[src/hw/rtl/bdar_pkg.sv]
`timescale 1ns / 1ps

package bdar_pkg;

  // Field widths fixed by the stream format
  localparam int OP_W     = 2;
  localparam int PINS_W   = 4;
  localparam int BTN_W    = 3;
  localparam int TICKS_W  = 16;
  localparam int VIEW_W   = 4;   // buttons shown in flags and levels
  localparam int CFG_IDX_W = 1;
  localparam int CFG_DATA_W = 16;
  localparam int S_DATA_W = 16;
  localparam int M_DATA_W = 16;

  typedef enum logic [OP_W-1:0] {
    OP_TICK  = 2'd0,
    OP_QUERY = 2'd1,
    OP_SET   = 2'd2,
    OP_NONE  = 2'd3
  } op_t;

  typedef enum logic [CFG_IDX_W-1:0] {
    REG_PRESSED_LEVEL = 1'd0,
    REG_REPEAT_TICKS  = 1'd1
  } reg_idx_t;

  localparam logic [TICKS_W-1:0] REPEAT_TICKS_RST = 16'd100;

  typedef struct packed {
    logic                pressed_level;
    logic [TICKS_W-1:0]  repeat_ticks;
  } cfg_t;

  // One-hot per lane: at most one of these is high in a cycle
  typedef struct packed {
    logic tick;
    logic query;
    logic set;
  } lane_ctl_t;

  typedef struct packed {
    logic answer;
    logic flag_next;
    logic level_next;
    logic flag;
    logic level;
  } lane_stat_t;

  // pressed sits in the lowest bit
  typedef struct packed {
    logic [VIEW_W-1:0] levels;
    logic [VIEW_W-1:0] flags;
    logic              pressed;
  } result_t;

  localparam int RESULT_W = $bits(result_t);

endpackage

[src/hw/rtl/bdar_lane.sv]
`timescale 1ns / 1ps

module bdar_lane (
  input  logic              clk,
  input  logic              rst,
  input  bdar_pkg::cfg_t      cfg,
  input  bdar_pkg::lane_ctl_t ctl,
  input  logic              pin,
  output bdar_pkg::lane_stat_t stat
);
  import bdar_pkg::*;

  logic               newest, middle, oldest, level, flag;
  logic [TICKS_W-1:0] count;
  logic               newest_next, middle_next, oldest_next, level_next, flag_next;
  logic [TICKS_W-1:0] count_next;
  logic [TICKS_W-1:0] count_dec;
  logic               agree;
  logic               answer;

  assign agree     = (middle == newest) && (newest == pin);
  assign count_dec = (count != '0) ? count - TICKS_W'(1) : '0;

  always_comb begin
    newest_next = newest;
    middle_next = middle;
    oldest_next = oldest;
    level_next  = level;
    flag_next   = flag;
    count_next  = count;
    answer      = 1'b0;
    if (ctl.tick) begin
      oldest_next = middle;
      middle_next = newest;
      newest_next = pin;
      if (agree) begin
        if (pin != level) begin
          level_next = pin;
          if (pin == cfg.pressed_level) begin
            flag_next  = 1'b1;
            count_next = cfg.repeat_ticks;
          end
        end else begin
          // held steady: run the repeat timer, release at zero to re-trigger
          count_next = count_dec;
          if (count_dec == '0) begin
            level_next = ~cfg.pressed_level;
          end
        end
      end
    end
    if (ctl.query) begin
      answer    = flag;
      flag_next = 1'b0;
    end
    if (ctl.set) begin
      flag_next = 1'b1;
    end
  end

  always_ff @(posedge clk) begin
    if (rst) begin
      newest <= 1'b0;
      middle <= 1'b0;
      oldest <= 1'b0;
      level  <= 1'b1;
      flag   <= 1'b0;
      count  <= '0;
    end else begin
      newest <= newest_next;
      middle <= middle_next;
      oldest <= oldest_next;
      level  <= level_next;
      flag   <= flag_next;
      count  <= count_next;
    end
  end

  assign stat.answer     = answer;
  assign stat.flag_next  = flag_next;
  assign stat.level_next = level_next;
  assign stat.flag       = flag;
  assign stat.level      = level;

endmodule

[src/hw/rtl/bdar_skid.sv]
`timescale 1ns / 1ps

module bdar_skid (
  input  logic              clk,
  input  logic              rst,
  input  logic              in_valid,
  output logic              in_ready,
  input  bdar_pkg::result_t in_data,
  output logic              out_valid,
  input  logic              out_ready,
  output bdar_pkg::result_t out_data
);
  import bdar_pkg::*;

  logic    skid_valid;
  result_t skid_data;
  logic    push, pop;

  assign in_ready = ~skid_valid;
  assign push     = in_valid && in_ready;
  assign pop      = out_valid && out_ready;

  always_ff @(posedge clk) begin
    if (rst) begin
      out_valid  <= 1'b0;
      skid_valid <= 1'b0;
    end else begin
      if (!out_valid || pop) begin
        if (skid_valid) begin
          out_valid  <= 1'b1;
          skid_valid <= 1'b0;
        end else begin
          out_valid <= push;
        end
      end else if (push) begin
        skid_valid <= 1'b1;
      end
    end
  end

  always_ff @(posedge clk) begin
    if (!out_valid || pop) begin
      out_data <= skid_valid ? skid_data : in_data;
    end else if (push) begin
      skid_data <= in_data;
    end
  end

  a_skid_needs_out: assert property (@(posedge clk) disable iff (rst)
    skid_valid |-> out_valid)
    else $error("skid entry held while output register empty");

  a_drain: assert property (@(posedge clk) disable iff (rst)
    (pop && !skid_valid && !push) |=> !out_valid)
    else $error("output stays valid after its beat was taken");

endmodule

[src/hw/rtl/button_debounce_auto_repeat.sv]
// Four-button debouncer with auto-repeat, one lane per button.
// The result beat is registered in the output buffer ahead of m_tvalid/m_tdata.
// Throughput: one beat per cycle while the skid is empty; all lanes update in parallel
// in the accept cycle; a two-entry output buffer keeps s_tready high over one stall.
// Reset (rst, synchronous): samples, flags and repeat counters clear, every button
// reads released, pressed_level = 0, repeat_ticks = 100, output buffer empty.
`timescale 1ns / 1ps

module button_debounce_auto_repeat #(
  parameter int NUM_BUTTONS = 4
) (
  input  logic                                clk,
  input  logic                                rst,
  // Input stream. s_tdata, low bit up: op[1:0], pin_levels[5:2], button[8:6], zero fill
  input  logic                                s_tvalid,
  output logic                                s_tready,
  input  logic [bdar_pkg::S_DATA_W-1:0]       s_tdata,
  // Result stream. m_tdata, low bit up: pressed[0], flags[4:1], levels[8:5], zero fill
  output logic                                m_tvalid,
  input  logic                                m_tready,
  output logic [bdar_pkg::M_DATA_W-1:0]       m_tdata,
  // Configuration: index 0 pressed_level, index 1 repeat_ticks
  input  logic                                cfg_we,
  input  logic [bdar_pkg::CFG_IDX_W-1:0]      cfg_index,
  input  logic [bdar_pkg::CFG_DATA_W-1:0]     cfg_data
);
  import bdar_pkg::*;

  // ---------------------------------------------------------------------------
  // Configuration registers. User writes only while the block is idle; not enforced.
  // ---------------------------------------------------------------------------
  logic               pressed_level;
  logic [TICKS_W-1:0] repeat_ticks;
  cfg_t               cfg;

  always_ff @(posedge clk) begin
    if (rst) begin
      pressed_level <= 1'b0;
      repeat_ticks  <= REPEAT_TICKS_RST;
    end else if (cfg_we) begin
      case (reg_idx_t'(cfg_index))
        REG_PRESSED_LEVEL: pressed_level <= cfg_data[0];
        REG_REPEAT_TICKS:  repeat_ticks  <= cfg_data[TICKS_W-1:0];
        default: ;
      endcase
    end
  end

  assign cfg.pressed_level = pressed_level;
  assign cfg.repeat_ticks  = repeat_ticks;

  // ---------------------------------------------------------------------------
  // Unpack the input beat and decode the operation.
  // ---------------------------------------------------------------------------
  op_t               op;
  logic [PINS_W-1:0] pin_levels;
  logic [BTN_W-1:0]  button;
  logic              push;

  assign op         = op_t'(s_tdata[OP_W-1:0]);
  assign pin_levels = s_tdata[OP_W +: PINS_W];
  assign button     = s_tdata[OP_W+PINS_W +: BTN_W];
  assign push       = s_tvalid && s_tready;

  // ---------------------------------------------------------------------------
  // Lanes. Each lane owns one button's history, level, flag and repeat timer.
  // A tick fans out to every lane; a query or set reaches only the lane whose
  // index matches, so an index at or beyond NUM_BUTTONS hits nothing.
  // ---------------------------------------------------------------------------
  lane_stat_t             stat [NUM_BUTTONS];
  logic [NUM_BUTTONS-1:0] answer_vec;
  logic [NUM_BUTTONS-1:0] flag_vec;
  logic [NUM_BUTTONS-1:0] level_vec;

  for (genvar i = 0; i < NUM_BUTTONS; i++) begin : g_lane
    localparam logic [31:0] IDX = 32'(i);
    lane_ctl_t ctl;
    logic      hit;
    logic      pin;

    assign hit       = (32'(button) == IDX);
    assign ctl.tick  = push && (op == OP_TICK);
    assign ctl.query = push && (op == OP_QUERY) && hit;
    assign ctl.set   = push && (op == OP_SET) && hit;

    // Buttons past the pin field always sample a low level
    if (i < PINS_W) begin : g_pin
      assign pin = pin_levels[i];
    end else begin : g_nopin
      assign pin = 1'b0;
    end

    bdar_lane u_lane (
      .clk  (clk),
      .rst  (rst),
      .cfg  (cfg),
      .ctl  (ctl),
      .pin  (pin),
      .stat (stat[i])
    );

    assign answer_vec[i] = stat[i].answer;
    assign flag_vec[i]   = stat[i].flag;
    assign level_vec[i]  = stat[i].level;
  end

  // ---------------------------------------------------------------------------
  // Merge: OR the lane answers, gather the post-item flags and levels of the
  // first four buttons, zero-fill where there are fewer.
  // ---------------------------------------------------------------------------
  result_t result;

  assign result.pressed = |answer_vec;

  for (genvar j = 0; j < VIEW_W; j++) begin : g_view
    if (j < NUM_BUTTONS) begin : g_on
      assign result.flags[j]  = stat[j].flag_next;
      assign result.levels[j] = stat[j].level_next;
    end else begin : g_off
      assign result.flags[j]  = 1'b0;
      assign result.levels[j] = 1'b0;
    end
  end

  // ---------------------------------------------------------------------------
  // Output register plus skid entry: accept while one result waits.
  // ---------------------------------------------------------------------------
  result_t out_res;

  bdar_skid u_skid (
    .clk       (clk),
    .rst       (rst),
    .in_valid  (s_tvalid),
    .in_ready  (s_tready),
    .in_data   (result),
    .out_valid (m_tvalid),
    .out_ready (m_tready),
    .out_data  (out_res)
  );

  assign m_tdata = {{(M_DATA_W-RESULT_W){1'b0}}, out_res};

  // ---------------------------------------------------------------------------
  // Checks
  // ---------------------------------------------------------------------------
  a_flags_clear_only_on_query: assert property (@(posedge clk) disable iff (rst)
    !(push && (op == OP_QUERY)) |=> ((flag_vec & $past(flag_vec)) == $past(flag_vec)))
    else $error("press flag dropped without a query");

  a_levels_move_only_on_tick: assert property (@(posedge clk) disable iff (rst)
    !(push && (op == OP_TICK)) |=> $stable(level_vec))
    else $error("debounced level changed outside a tick");

  a_answer_only_on_query: assert property (@(posedge clk) disable iff (rst)
    result.pressed |-> (push && (op == OP_QUERY)))
    else $error("press answer raised outside a query");

endmodule

[config.mk]
export PLATFORM = sky130hd
export DESIGN_NAME = button_debounce_auto_repeat
export DESIGN_NICKNAME = d
export VERILOG_FILES = /design/src/hw/rtl/bdar_pkg.sv /design/src/hw/rtl/bdar_lane.sv /design/src/hw/rtl/bdar_skid.sv /design/src/hw/rtl/button_debounce_auto_repeat.sv
export SDC_FILE = /design/constraint.sdc
export NUM_CORES = 1
export LEC_CHECK = 0
export BUFFER_PORTS_ARGS = -buffer_cell sky130_fd_sc_hd__buf_2
export CORE_ASPECT_RATIO = 1.1
export CORE_UTILIZATION = 55
export DETAILED_ROUTE_END_ITERATION = 6
export GPL_ROUTABILITY_DRIVEN = 0
export PLACE_DENSITY = 0.82
export SYNTH_ARGS = -nofsm -noshare
export SYNTH_HDL_FRONTEND = slang
export SYNTH_HIERARCHICAL = 1
export SYNTH_SLANG_ARGS = --single-unit
export TNS_END_PERCENT = 20
[constraint.sdc]
create_clock -name clk -period 3.4 [get_ports clk]
set_input_delay 0.68 -clock clk [delete_from_list [all_inputs] [get_ports clk]]
set_output_delay 0.68 -clock clk [all_outputs]
set_load 0.005 [all_outputs]
==> load_flow_metrics.sql, run 1 <==
INSERT INTO impl_metrics (metric_group, metric, value, unit) VALUES
('grt', 'grt_antenna_before_repair', '0', ''),
('finish', 'antenna-diode-count', '0', ''),
('finish', 'fillerInstances', '1172', ''),
('worst_setup_path', 'critPathCaptureType', 'flop', ''),
('floorplan', 'initial_utilization', '57.1', '%'),
('clock_tree', 'clock_path_buffers', '2', ''),
('pwr', 'leakagePower', '3.07', 'nW'),
('pwr', 'ir_worst_vdd', '323', 'uV'),
('worst_setup_path', 'worst-endpoint-arrival', '3.32', 'ns'),
('flow_run', 'cap_viol_max_count', '0', ''),
('timing', 'finalCritPeriodShare', '92.6', '%'),
('floorplan', 'fp-row-count', '44', ''),
('pwr', 'power-per-cell-area', '526', 'nW/um^2'),
('grt', 'grt_max_degree', '44', ''),
('worst_setup_path', 'cp_top_family', 'simple AND/OR/NAND/NOR gates', ''),
('synthesis', 'synthCells', '966', ''),
('clock_tree', 'post-cts-setup-buffers', '0', ''),
('timing', 'slew_viol_final', '0', ''),
('grt', 'via_count_of_the_first_global_routing_pass', '6141', ''),
('drt', 'totalWireLength', '18.5', 'mm'),
('clock_tree', 'cts.repair.resized', '0', ''),
('clock_tree', 'cts_tree', 'built', ''),
('worst_setup_path', 'path_cells', 'inv_1 > ha_1 > nor3b_1 > nand2_1 > o21bai_1 > o21ai_1 > nor4b_1 > o31ai_1 > nand2_1 > mux2_4', ''),
('worst_setup_path', 'cp_common_cell', 'nand2_1', ''),
('pwr', 'switching_power', '1.34', 'mW'),
('drt', 'drt-wirelength-per-cell', '16.2', 'microns'),
('drt', 'detailed_router_s_first_iteration_violation_count', '466', ''),
('timing', 'final.setup.tns', '0', 'ns'),
('drt', 'overall_via_count_from_detail_route', '7168', ''),
('pwr', 'internal-power', '3.07', 'mW'),
('floorplan', 'dieArea', '14400', 'sq um'),
('floorplan', 'design.core.area', '13400', 'sq um'),
('timing', 'clock_skew', '0.00783', 'ns'),
('finish', 'fin_cells', '1143', ''),
('place', 'dp_hpwl', '12.1', 'mm'),
('worst_setup_path', 'critical_path.slowest_cell', 'nor3b_1', ''),
('hold_path', 'worst_hold_path_class', 'in2reg', ''),
('clock_tree', 'cts_sinks', '117', ''),
('floorplan', 'floorplan.die.height', '126', 'microns'),
('floorplan', 'die_x', '115', 'microns'),
('worst_setup_path', 'cp.required', '3.57', 'ns'),
('grt', 'grt.overflow.total', '0', ''),
('timing', 'slew_headroom', '36.5', '%'),
('clock_tree', 'ctsHoldBuffers', '0', ''),
('status', 'status', 'finished with violations', ''),
('pwr', 'portion_of_total_power_attributed_to_sequential_cells', '36.4', '%'),
('pwr', 'power_frac_clock', '39.9', '%'),
('pwr', 'combinationalPowerShare', '23.7', '%'),
('synthesis', 'synth-warning-count', '6', ''),
('grt', 'global_route_wire_length_before_repair', '30.3', 'mm'),
('place', 'dp_cells', '1112', ''),
('finish', 'layout-drive-gt1-share', '14.1', '%'),
('drt', 'ant_nets', '0', ''),
('timing', 'timing_hold_violations_final', '0', ''),
('timing', 'maxClockFrequency', '0.317', 'GHz'),
('status', 'failed_checks', 'design-rule violations', ''),
('clock_tree', 'clock_latency', '0.42', 'ns'),
('grt', 'globalRouteTotalUtil', '26.6', '%'),
('worst_setup_path', 'critPathMaxStageDelay', '0.55', 'ns'),
('timing', 'max_slew.worst_pin.slew', '0.952', 'ns'),
('floorplan', 'io_pins', '56', ''),
('worst_setup_path', 'crit_fanout', '8', ''),
('drt', 'drt_first_pass_iters', '7', ''),
('drt', 'detail_route.vias_per_cell', '6.27', ''),
('timing', 'clock_period_minus_final_worst_setup_slack', '3.15', 'ns'),
('finish', 'nets_final', '989', ''),
('synthesis', 'post_synth_instance_area', '7680', 'sq um'),
('synthesis', 'syn_area_per_cell', '7.95', 'sq um'),
('drt', 'remaining_drc_errors', '15', ''),
('worst_setup_path', 'timing.critical_path.from_type', 'flop', ''),
('worst_setup_path', 'cp.buffers_inverters', '1', ''),
('clock_tree', 'cts.reportedPaths.clkPinSlew', '0.05', 'ns'),
('place', 'input_output_buffers', '41', ''),
('clock_tree', 'clock_buffers_created_by_tritoncts', '17', ''),
('clock_tree', 'cts.htree.levels', '4', ''),
('finish', 'area.growth.synth_to_final', '9.01', '%'),
('clock_tree', 'root_buffer', 'clkbuf_16', ''),
('timing', 'timing.final.setup_violations', '0', ''),
('worst_setup_path', 'setup.worst_path.class', 'reg2reg', ''),
('pwr', 'swShare', '30.4', '%'),
('timing', 'grt_setup_unrepaired', 'false', '');
## state kept, by name (all words and copies together), names as in the netlist
signal                count
pressed_level             1
g_lane.u_lane/level       4
g_lane.u_lane/flag        4
u_skid/skid_data          9
repeat_ticks             16
u_skid/skid_valid         1
g_lane.u_lane/middle      4
u_skid/out_data           9
g_lane.u_lane/count      64
g_lane.u_lane/newest      4
u_skid/out_valid          1
## cells in the final DEF, fill, tap and decap left out, drive strengths merged, types with 9 or more instances in the layout
cell,n
a21bo,12
clkbuf,22
inv,29
or3,12
nand3,32
mux2i,14
a211oi,16
o31ai,20
mux2,13
nor3b,9
nor4,34
o211ai,12
edfxtp,18
nand2,90
nor3,22
buf,56
o21ai,76
nand4b,10
dfxtp,99
a22oi,52
a21oi,29
nand2b,9
nor2,123
xor2,16
o21bai,12
## worst register-to-register path, delay by kind of cell, from the launching register on
| kind | cells | cell delay, ns |
|---|---|---|
| and+or+nand+nor | 4 | 1.09 |
| AOI/OAI and AO/OA | 3 | 0.76 |
| adders and majority gates | 1 | 0.30 |
| DFF | 1 | 0.35 |
| muxes | 1 | 0.29 |
| buffers and inverters | 1 | 0.11 |
## final cells by class
cell class	instances	area [sq um]	area share (%)
Multi-Input combinational cell	726	4570	54.6
Clock inverter	9	101	1.21
Tap cell	184	230	2.75
Sequential cell	117	2520	30.1
Clock buffer	22	484	5.79
Timing Repair Buffer	56	355	4.25
Inverter	29	109	1.30
## worst paths after layout
path | startpoint | endpoint | slack, ns | cells past startpoint
worst max-delay path | g_lane[3].u_lane/count[0] | u_skid/out_data[8] | 0.25 | 10
worst min-delay path | cfg_data[1] | repeat_ticks[1] | 0.51 | 3
worst max register to register | g_lane[3].u_lane/count[0] | u_skid/out_data[8] | 0.25 | 10
worst min register to register | u_skid/skid_data[3] | u_skid/out_data[3] | 0.55 | 1
## through the flow
stage	util (%)	hold slack, ns	setup slack [ns]	cell area [sq um]	power (mW)
after floorplan	-	0.492	0.621	7700	2.47
after global placement	57.9	0.528	0.490	7780	2.62
after detailed placement	57.9	0.534	0.377	7780	2.65
after CTS	62.3	0.497	0.356	8370	4.41
after global routing	62.3	0.523	0.0438	8370	4.61
final	62.3	0.511	0.250	8370	4.40
## power by group through the flow
| stage | logic (mW) | registers (mW) | clock network [mW] |
|---|---|---|---|
| 6_report | 1.04 | 1.60 | 1.76 |
| 5_1_grt | 1.16 | 1.62 | 1.84 |
| 4_1_cts | 1.03 | 1.60 | 1.78 |
| 3_5_place_dp | 1.02 | 1.63 | 0 |
| 3_3_place_gp | 0.998 | 1.63 | 0 |
| 2_1_floorplan | 0.902 | 1.57 | 0 |
## metal layers
| metal | track usage (%) | routed length, microns | up-vias |
|---|---|---|---|
| met5 | 0 | 0 | - |
| met4 | 11.8 | 497 | 0 |
| met3 | 5.00 | 1190 | 36 |
| met2 | 41.0 | 8500 | 268 |
| met1 | 36.0 | 8280 | 3379 |
| li1 | - | - | 3485 |
(Power assumes the default switching activity.)
==> inputs of run 2 (changes only) <==
--- a/config.mk
+++ b/config.mk
@@ -7,10 +7,10 @@
 export LEC_CHECK = 0
 export BUFFER_PORTS_ARGS = -buffer_cell sky130_fd_sc_hd__buf_2
 export CORE_ASPECT_RATIO = 1.1
-export CORE_UTILIZATION = 55
+export CORE_UTILIZATION = 50
 export DETAILED_ROUTE_END_ITERATION = 6
 export GPL_ROUTABILITY_DRIVEN = 0
-export PLACE_DENSITY = 0.82
+export PLACE_DENSITY = 0.76
 export SYNTH_ARGS = -nofsm -noshare
 export SYNTH_HDL_FRONTEND = slang
 export SYNTH_HIERARCHICAL = 1
==> load_flow_metrics.sql, run 2 (same netlist as run 1, synthesis figures left out) <==
INSERT INTO impl_metrics (metric_group, metric, value, unit) VALUES
('worst_setup_path', 'worstReg2RegStart', 'g_lane[3].u_lane/count[0]', ''),
('worst_setup_path', 'worst_r2r_endpoint', 'u_skid/out_data[8]', ''),
('worst_setup_path', 'reg2reg_depth', '10', ''),
('grt', 'via_count_of_the_first_global_routing_pass', '6289', ''),
('worst_setup_path', 'launch_point_of_the_critical_path', 'g_lane[3].u_lane/count[0]', ''),
('drt', 'overall_via_count_from_detail_route', '7096', ''),
('drt', 'drt_first_pass_iters', '5', ''),
('timing', 'slew_headroom', '34.4', '%'),
('finish', 'fillerInstances', '1342', ''),
('clock_tree', 'post-cts-setup-buffers', '0', ''),
('drt', 'remaining_drc_errors', '0', ''),
('clock_tree', 'cts_tree', 'built', ''),
('worst_setup_path', 'timing.critical_path.from_type', 'flop', ''),
('finish', 'final_common_cell', 'nor2_1', ''),
('floorplan', 'io_pins', '56', ''),
('drt', 'detail_route.vias_per_cell', '6.14', ''),
('drt', 'detailed_router_s_first_iteration_violation_count', '637', ''),
('worst_setup_path', 'worst-endpoint-arrival', '3.24', 'ns'),
('finish', 'max_ffs_per_register', '64', ''),
('clock_tree', 'cts.reportedPaths.clkPinSlew', '0.05', 'ns'),
('clock_tree', 'cts.htree.levels', '4', ''),
('finish', 'antenna-diode-count', '0', ''),
('drt', 'totalWireLength', '18.4', 'mm'),
('timing', 'timing.final.setup_violations', '0', ''),
('pwr', 'leakagePower', '3.05', 'nW'),
('worst_setup_path', 'cp_common_cell', 'nand2_1', ''),
('grt', 'grt.overflow.total', '0', ''),
('worst_setup_path', 'path_cells', 'inv_1 > ha_1 > nor3b_1 > nand2_1 > o21bai_1 > o21ai_1 > nor4b_1 > o31ai_1 > nand2_1 > mux2_4', ''),
('drt', 'ant_nets', '0', ''),
('timing', 'maxClockFrequency', '0.325', 'GHz'),
('floorplan', 'fp-row-count', '47', ''),
('worst_setup_path', 'crit_fanout', '8', ''),
('grt', 'grt_max_degree', '77', ''),
('pwr', 'portion_of_total_power_attributed_to_sequential_cells', '36.6', '%'),
('floorplan', 'initial_utilization', '51.2', '%'),
('timing', 'slew_viol_final', '0', ''),
('grt', 'global_route_wire_length_before_repair', '31.1', 'mm'),
('timing', 'grt_setup_unrepaired', 'false', ''),
('pwr', 'internal-power', '3.04', 'mW'),
('pwr', 'ir_worst_vdd', '373', 'uV'),
('flow_run', 'cap_viol_max_count', '0', ''),
('finish', 'area.growth.synth_to_final', '8.90', '%'),
('clock_tree', 'cts.repair.resized', '0', ''),
('timing', 'final.setup.tns', '0', 'ns'),
('pwr', 'power-per-cell-area', '524', 'nW/um^2'),
('place', 'input_output_buffers', '41', ''),
('hold_path', 'timing.hold.worst_path_depth', '3', ''),
('grt', 'globalRouteTotalUtil', '24.3', '%'),
('worst_setup_path', 'cp_top_family', 'simple AND/OR/NAND/NOR gates', ''),
('floorplan', 'floorplan.die.height', '132', 'microns'),
('pwr', 'swShare', '30.6', '%'),
('timing', 'timing_hold_violations_final', '0', ''),
('clock_tree', 'ctsHoldBuffers', '0', ''),
('clock_tree', 'root_buffer', 'clkbuf_16', ''),
('worst_setup_path', 'cp.buffers_inverters', '1', ''),
('clock_tree', 'clock_buffers_created_by_tritoncts', '17', ''),
('finish', 'nets_final', '989', ''),
('hold_path', 'worstHoldStart', 'cfg_data[9]', ''),
('pwr', 'power_frac_clock', '39.8', '%'),
('place', 'dp_hpwl', '12.1', 'mm'),
('timing', 'finalCritPeriodShare', '90.4', '%'),
('worst_setup_path', 'critical_path.slowest_cell', 'nor3b_1', ''),
('worst_setup_path', 'critPathCaptureType', 'flop', ''),
('finish', 'fin_cells', '1156', ''),
('clock_tree', 'clock_latency', '0.42', 'ns'),
('place', 'dp_cells', '1124', ''),
('floorplan', 'dieArea', '15900', 'sq um'),
('grt', 'grt_antenna_before_repair', '0', ''),
('finish', 'layout-drive-gt1-share', '14.0', '%'),
('timing', 'clock_skew', '0.00607', 'ns'),
('finish', 'mostFrequentLayoutCells', '118 x nor2_1, 99 x dfxtp_1, 90 x nand2_1', ''),
('pwr', 'combinationalPowerShare', '23.6', '%'),
('worst_setup_path', 'setup.worst_path.class', 'reg2reg', ''),
('timing', 'max_slew.worst_pin.slew', '0.982', 'ns'),
('worst_setup_path', 'cp.required', '3.57', 'ns'),
('floorplan', 'design.core.area', '15000', 'sq um'),
('clock_tree', 'clock_path_buffers', '2', ''),
('hold_path', 'worst_hold_path_class', 'in2reg', ''),
('pwr', 'switching_power', '1.34', 'mW'),
('clock_tree', 'cts_sinks', '117', ''),
('worst_setup_path', 'critPathMaxStageDelay', '0.51', 'ns'),
('status', 'status', 'complete, no violations', ''),
('drt', 'drt-wirelength-per-cell', '16.0', 'microns'),
('hold_path', 'endpoint_of_the_worst_hold_timing_path', 'repeat_ticks[9]', ''),
('worst_setup_path', 'rrSetupSlack', '0.32', 'ns'),
('floorplan', 'die_x', '120', 'microns'),
('finish', 'largest_registers_in_the_final_layout', 'g_lane.u_lane/count x64, repeat_ticks x16', ''),
('timing', 'clock_period_minus_final_worst_setup_slack', '3.08', 'ns'),
('finish', 'largest-register', 'g_lane.u_lane/count', '');
-- run 2: cell types whose count changed in the layout (fill, tap and decap cells not counted) --
cell        change
bufinv_16       -1
buf_12          -2
clkinvlp_4      +2
clkinv_2        -2
clkbuf_16       +1
clkbuf_1        +2
buf_2           -1
clkinv_4        -1
buf_4           +3
-- run 2: tightest hold or removal path: cells and delay by family --
family	cells	cell delay (ns)
simple gates	1	0.05
buf+inv	1	0.09
compound gates	1	0.05
-- run 2: power groups by stage --
stage	Sequential [mW]	Combinational (mW)	Clock, mW
4_1_cts	1.60	1.03	1.78
2_1_floorplan	1.57	0.902	0
3_5_place_dp	1.63	1.02	0
5_1_grt	1.62	1.16	1.85
6_report	1.60	1.03	1.74
3_3_place_gp	1.63	1.00	0
-- run 2: stage by stage --
step                power (mW)  area [sq um]  hold WS [ns]  utilization [%]  setup WS [ns]
finish                    4.38          8360         0.507             55.7          0.325
global route              4.62          8360         0.526             55.7         0.0812
CTS                       4.41          8360         0.490             55.7          0.362
detailed placement        2.65          7770         0.534             51.8          0.406
global placement          2.63          7770         0.529             51.8          0.442
floorplan                 2.47          7700         0.492                -          0.621
-- run 2: cell type report --
cell class	instances	area (sq um)	area share [%]
inverter	29	109	1.30
timing repair buffer	56	333	3.98
clock inverter	7	67.6	0.808
multi-input combinational	726	4570	54.6
clock buffer	25	517	6.18
sequential	117	2520	30.2
tap	196	245	2.93
-- run 2: how the worst max path moves through the flow --
| stage | endpoint | cells past startpoint |
|---|---|---|
| 6_report | u_skid/out_data[8] | 10 |
| 5_1_grt | u_skid/out_data[5] | 10 |
| 4_1_cts | u_skid/out_data[5] | 10 |
| 3_5_place_dp | u_skid/out_data[8] | 10 |
| 3_3_place_gp | u_skid/out_data[8] | 10 |
| 2_1_floorplan | u_skid/out_data[5] | 10 |
-- run 2: layer usage --
layer  GRT usage [%]  vias up  routed length, microns
met4            10.5        0                     510
met5               0        -                       0
met3            4.20       34                    1320
met1            33.3     3324                    8330
met2            37.3      243                    8290
li1                -     3495                       -
==> inputs of run 3 (changes only) <==
--- a/config.mk
+++ b/config.mk
@@ -10,7 +10,7 @@
 export CORE_UTILIZATION = 50
 export DETAILED_ROUTE_END_ITERATION = 6
 export GPL_ROUTABILITY_DRIVEN = 0
-export PLACE_DENSITY = 0.76
+export PLACE_DENSITY_LB_ADDON = 0.1
 export SYNTH_ARGS = -nofsm -noshare
 export SYNTH_HDL_FRONTEND = slang
 export SYNTH_HIERARCHICAL = 1
==> load_flow_metrics.sql, run 3 (same netlist as run 1, synthesis figures left out) <==
INSERT INTO impl_metrics (metric_group, metric, value, unit) VALUES
('timing', 'final.setup.tns', '0', 'ns'),
('worst_setup_path', 'critical_path_endpoint', 'u_skid/out_data[7]', ''),
('clock_tree', 'cts_sinks', '117', ''),
('pwr', 'switching_power', '1.35', 'mW'),
('pwr', 'swShare', '28.8', '%'),
('status', 'status', 'complete, no violations', ''),
('grt', 'grt_max_degree', '43', ''),
('worst_setup_path', 'cp.required', '3.56', 'ns'),
('pwr', 'combinationalPowerShare', '22.2', '%'),
('finish', 'max_ffs_per_register', '64', ''),
('timing', 'slew_headroom', '40.4', '%'),
('finish', 'share_of_the_core_filled_with_cells_in_the_final_layout', '56.5', '%'),
('clock_tree', 'cts.htree.levels', '4', ''),
('finish', 'fin_cells', '1158', ''),
('finish', 'mostFrequentLayoutCells', '118 x nor2_1, 99 x dfxtp_1, 90 x nand2_1', ''),
('worst_setup_path', 'crit_fanout', '8', ''),
('finish', 'layout-drive-gt1-share', '14.2', '%'),
('pwr', 'leakagePower', '3.11', 'nW'),
('drt', 'detail_route.vias_per_cell', '6.07', ''),
('finish', 'fillerInstances', '1410', ''),
('hold_path', 'worst_hold_path_class', 'in2reg', ''),
('clock_tree', 'clock_latency', '0.41', 'ns'),
('worst_setup_path', 'critPathMaxStageDelay', '0.49', 'ns'),
('finish', 'area.growth.synth_to_final', '10.4', '%'),
('floorplan', 'io_pins', '56', ''),
('drt', 'drt-wirelength-per-cell', '16.9', 'microns'),
('timing', 'timing_hold_violations_final', '0', ''),
('pwr', 'power-per-cell-area', '552', 'nW/um^2'),
('floorplan', 'initial_utilization', '51.2', '%'),
('clock_tree', 'ctsHoldBuffers', '0', ''),
('worst_setup_path', 'launch_point_of_the_critical_path', 'g_lane[2].u_lane/count[0]', ''),
('timing', 'clock_skew', '0.00487', 'ns'),
('pwr', 'portion_of_total_power_attributed_to_sequential_cells', '34.3', '%'),
('grt', 'grt.overflow.total', '0', ''),
('drt', 'remaining_drc_errors', '0', ''),
('worst_setup_path', 'reg2reg_depth', '10', ''),
('worst_setup_path', 'rrSetupSlack', '0.35', 'ns'),
('place', 'dp_cells', '1126', ''),
('timing', 'clock_period_minus_final_worst_setup_slack', '3.05', 'ns'),
('finish', 'antenna-diode-count', '0', ''),
('floorplan', 'floorplan.die.height', '132', 'microns'),
('clock_tree', 'root_buffer', 'clkbuf_16', ''),
('finish', 'largest_registers_in_the_final_layout', 'g_lane.u_lane/count x64, repeat_ticks x16', ''),
('drt', 'detailed_router_s_first_iteration_violation_count', '512', ''),
('worst_setup_path', 'worst_r2r_endpoint', 'u_skid/out_data[7]', ''),
('finish', 'nets_final', '991', ''),
('clock_tree', 'cts_tree', 'built', ''),
('drt', 'totalWireLength', '19.5', 'mm'),
('clock_tree', 'post-cts-setup-buffers', '0', ''),
('timing', 'slew_viol_final', '0', ''),
('timing', 'max_slew.worst_pin.slew', '0.891', 'ns'),
('floorplan', 'dieArea', '15900', 'sq um'),
('worst_setup_path', 'timing.critical_path.from_type', 'flop', ''),
('drt', 'overall_via_count_from_detail_route', '7025', ''),
('pwr', 'p_total', '4.68', 'mW'),
('flow_run', 'cap_viol_max_count', '0', ''),
('worst_setup_path', 'critPathCaptureType', 'flop', ''),
('worst_setup_path', 'path_cells', 'inv_1 > ha_1 > nor3b_1 > nand2_1 > o21bai_1 > o21ai_1 > nor4b_1 > o31ai_1 > nand2_1 > mux2_2', ''),
('timing', 'timing.final.setup_violations', '0', ''),
('clock_tree', 'cts.repair.resized', '0', ''),
('timing', 'grt_setup_unrepaired', 'false', ''),
('place', 'dp_hpwl', '13.3', 'mm'),
('worst_setup_path', 'critical_path.slowest_cell', 'nor3b_1', ''),
('worst_setup_path', 'cp_common_cell', 'nand2_1', ''),
('timing', 'fin_worst_hold_slack', '0.523', 'ns'),
('worst_setup_path', 'worstReg2RegStart', 'g_lane[2].u_lane/count[0]', ''),
('floorplan', 'design.core.area', '15000', 'sq um'),
('finish', 'largest-register', 'g_lane.u_lane/count', ''),
('pwr', 'power_frac_clock', '43.5', '%'),
('grt', 'via_count_of_the_first_global_routing_pass', '6334', ''),
('drt', 'ant_nets', '0', ''),
('timing', 'maxClockFrequency', '0.328', 'GHz'),
('clock_tree', 'cts.reportedPaths.clkPinSlew', '0.05', 'ns'),
('pwr', 'internal-power', '3.33', 'mW'),
('timing', 'finalCritPeriodShare', '89.6', '%'),
('clock_tree', 'clock_path_buffers', '2', ''),
('drt', 'drt_first_pass_iters', '5', ''),
('finish', 'final_common_cell', 'nor2_1', ''),
('grt', 'global_route_wire_length_before_repair', '32.1', 'mm'),
('floorplan', 'die_x', '120', 'microns'),
('worst_setup_path', 'worst-endpoint-arrival', '3.21', 'ns'),
('floorplan', 'fp-row-count', '47', ''),
('grt', 'grt_antenna_before_repair', '0', ''),
('pwr', 'ir_worst_vdd', '359', 'uV'),
('worst_setup_path', 'setup.worst_path.class', 'reg2reg', ''),
('clock_tree', 'clock_buffers_created_by_tritoncts', '17', ''),
('grt', 'globalRouteTotalUtil', '25.4', '%'),
('place', 'input_output_buffers', '41', ''),
('hold_path', 'worstHoldStart', 'cfg_data[1]', '');
-- run 3: cell count changes in the layout (fill, tap and decap cells not counted) --
cell	previous run	this run
bufinv_16	1	4
clkbuf_1	3	2
buf_4	15	16
clkbuf_16	18	19
clkinv_2	3	1
buf_2	40	41
clkinvlp_4	3	1
clkbuf_8	4	5
-- run 3: through the flow --
stage	area, sq um	setup slack [ns]
floorplan	7700	0.621
detailed placement	7790	0.450
finish	8470	0.354
global route	8470	0.0774
CTS	8470	0.410
global placement	7790	0.486
-- run 3: cell type report --
| cell class | count | area (sq um) | area share (%) |
|---|---|---|---|
| clock buffers | 26 | 552 | 6.51 |
| clock inverters | 6 | 133 | 1.57 |
| inverters | 29 | 109 | 1.28 |
| multi-input cells | 726 | 4570 | 53.9 |
| flip-flops and latches | 117 | 2520 | 29.8 |
| well taps | 196 | 245 | 2.89 |
| repair buffers | 58 | 345 | 4.08 |
-- run 3: per-layer routing --
layer	vias to the layer above	routed length, microns	track usage, %
met5	-	0	0
met4	0	575	11.1
met3	32	987	3.72
met2	204	8950	39.2
met1	3297	9020	35.0
li1	3492	-	-
-- run 3: critical path, delay by kind of cell, from the launching register on --
kind / cells / cell delay, ns
AND/OR/NAND/NOR: 4 / 0.99
AO/OA/AOI/OAI: 3 / 0.70
flip-flops: 1 / 0.36
adder cells (fa/ha/maj): 1 / 0.34
multiplexers: 1 / 0.29
buffers and inverters: 1 / 0.11
-- run 3: how the worst min path moves through the flow --
stage | to | slack (ns) | cells past startpoint
2_1_floorplan | repeat_ticks[0] | 0.49 | 2
3_3_place_gp | u_skid/out_data[1] | 0.53 | 1
3_5_place_dp | u_skid/out_data[5] | 0.53 | 1
4_1_cts | repeat_ticks[1] | 0.51 | 3
5_1_grt | repeat_ticks[3] | 0.53 | 3
6_report | repeat_ticks[1] | 0.52 | 3
-- run 3: power by group through the flow --
stage | clock [mW] | sequential [mW] | combinational [mW]
final | 2.03 | 1.61 | 1.04
after floorplan | 0 | 1.57 | 0.902
after detailed placement | 0 | 1.63 | 1.03
after global placement | 0 | 1.63 | 1.01
after CTS | 2.07 | 1.60 | 1.03
after global routing | 2.13 | 1.62 | 1.16
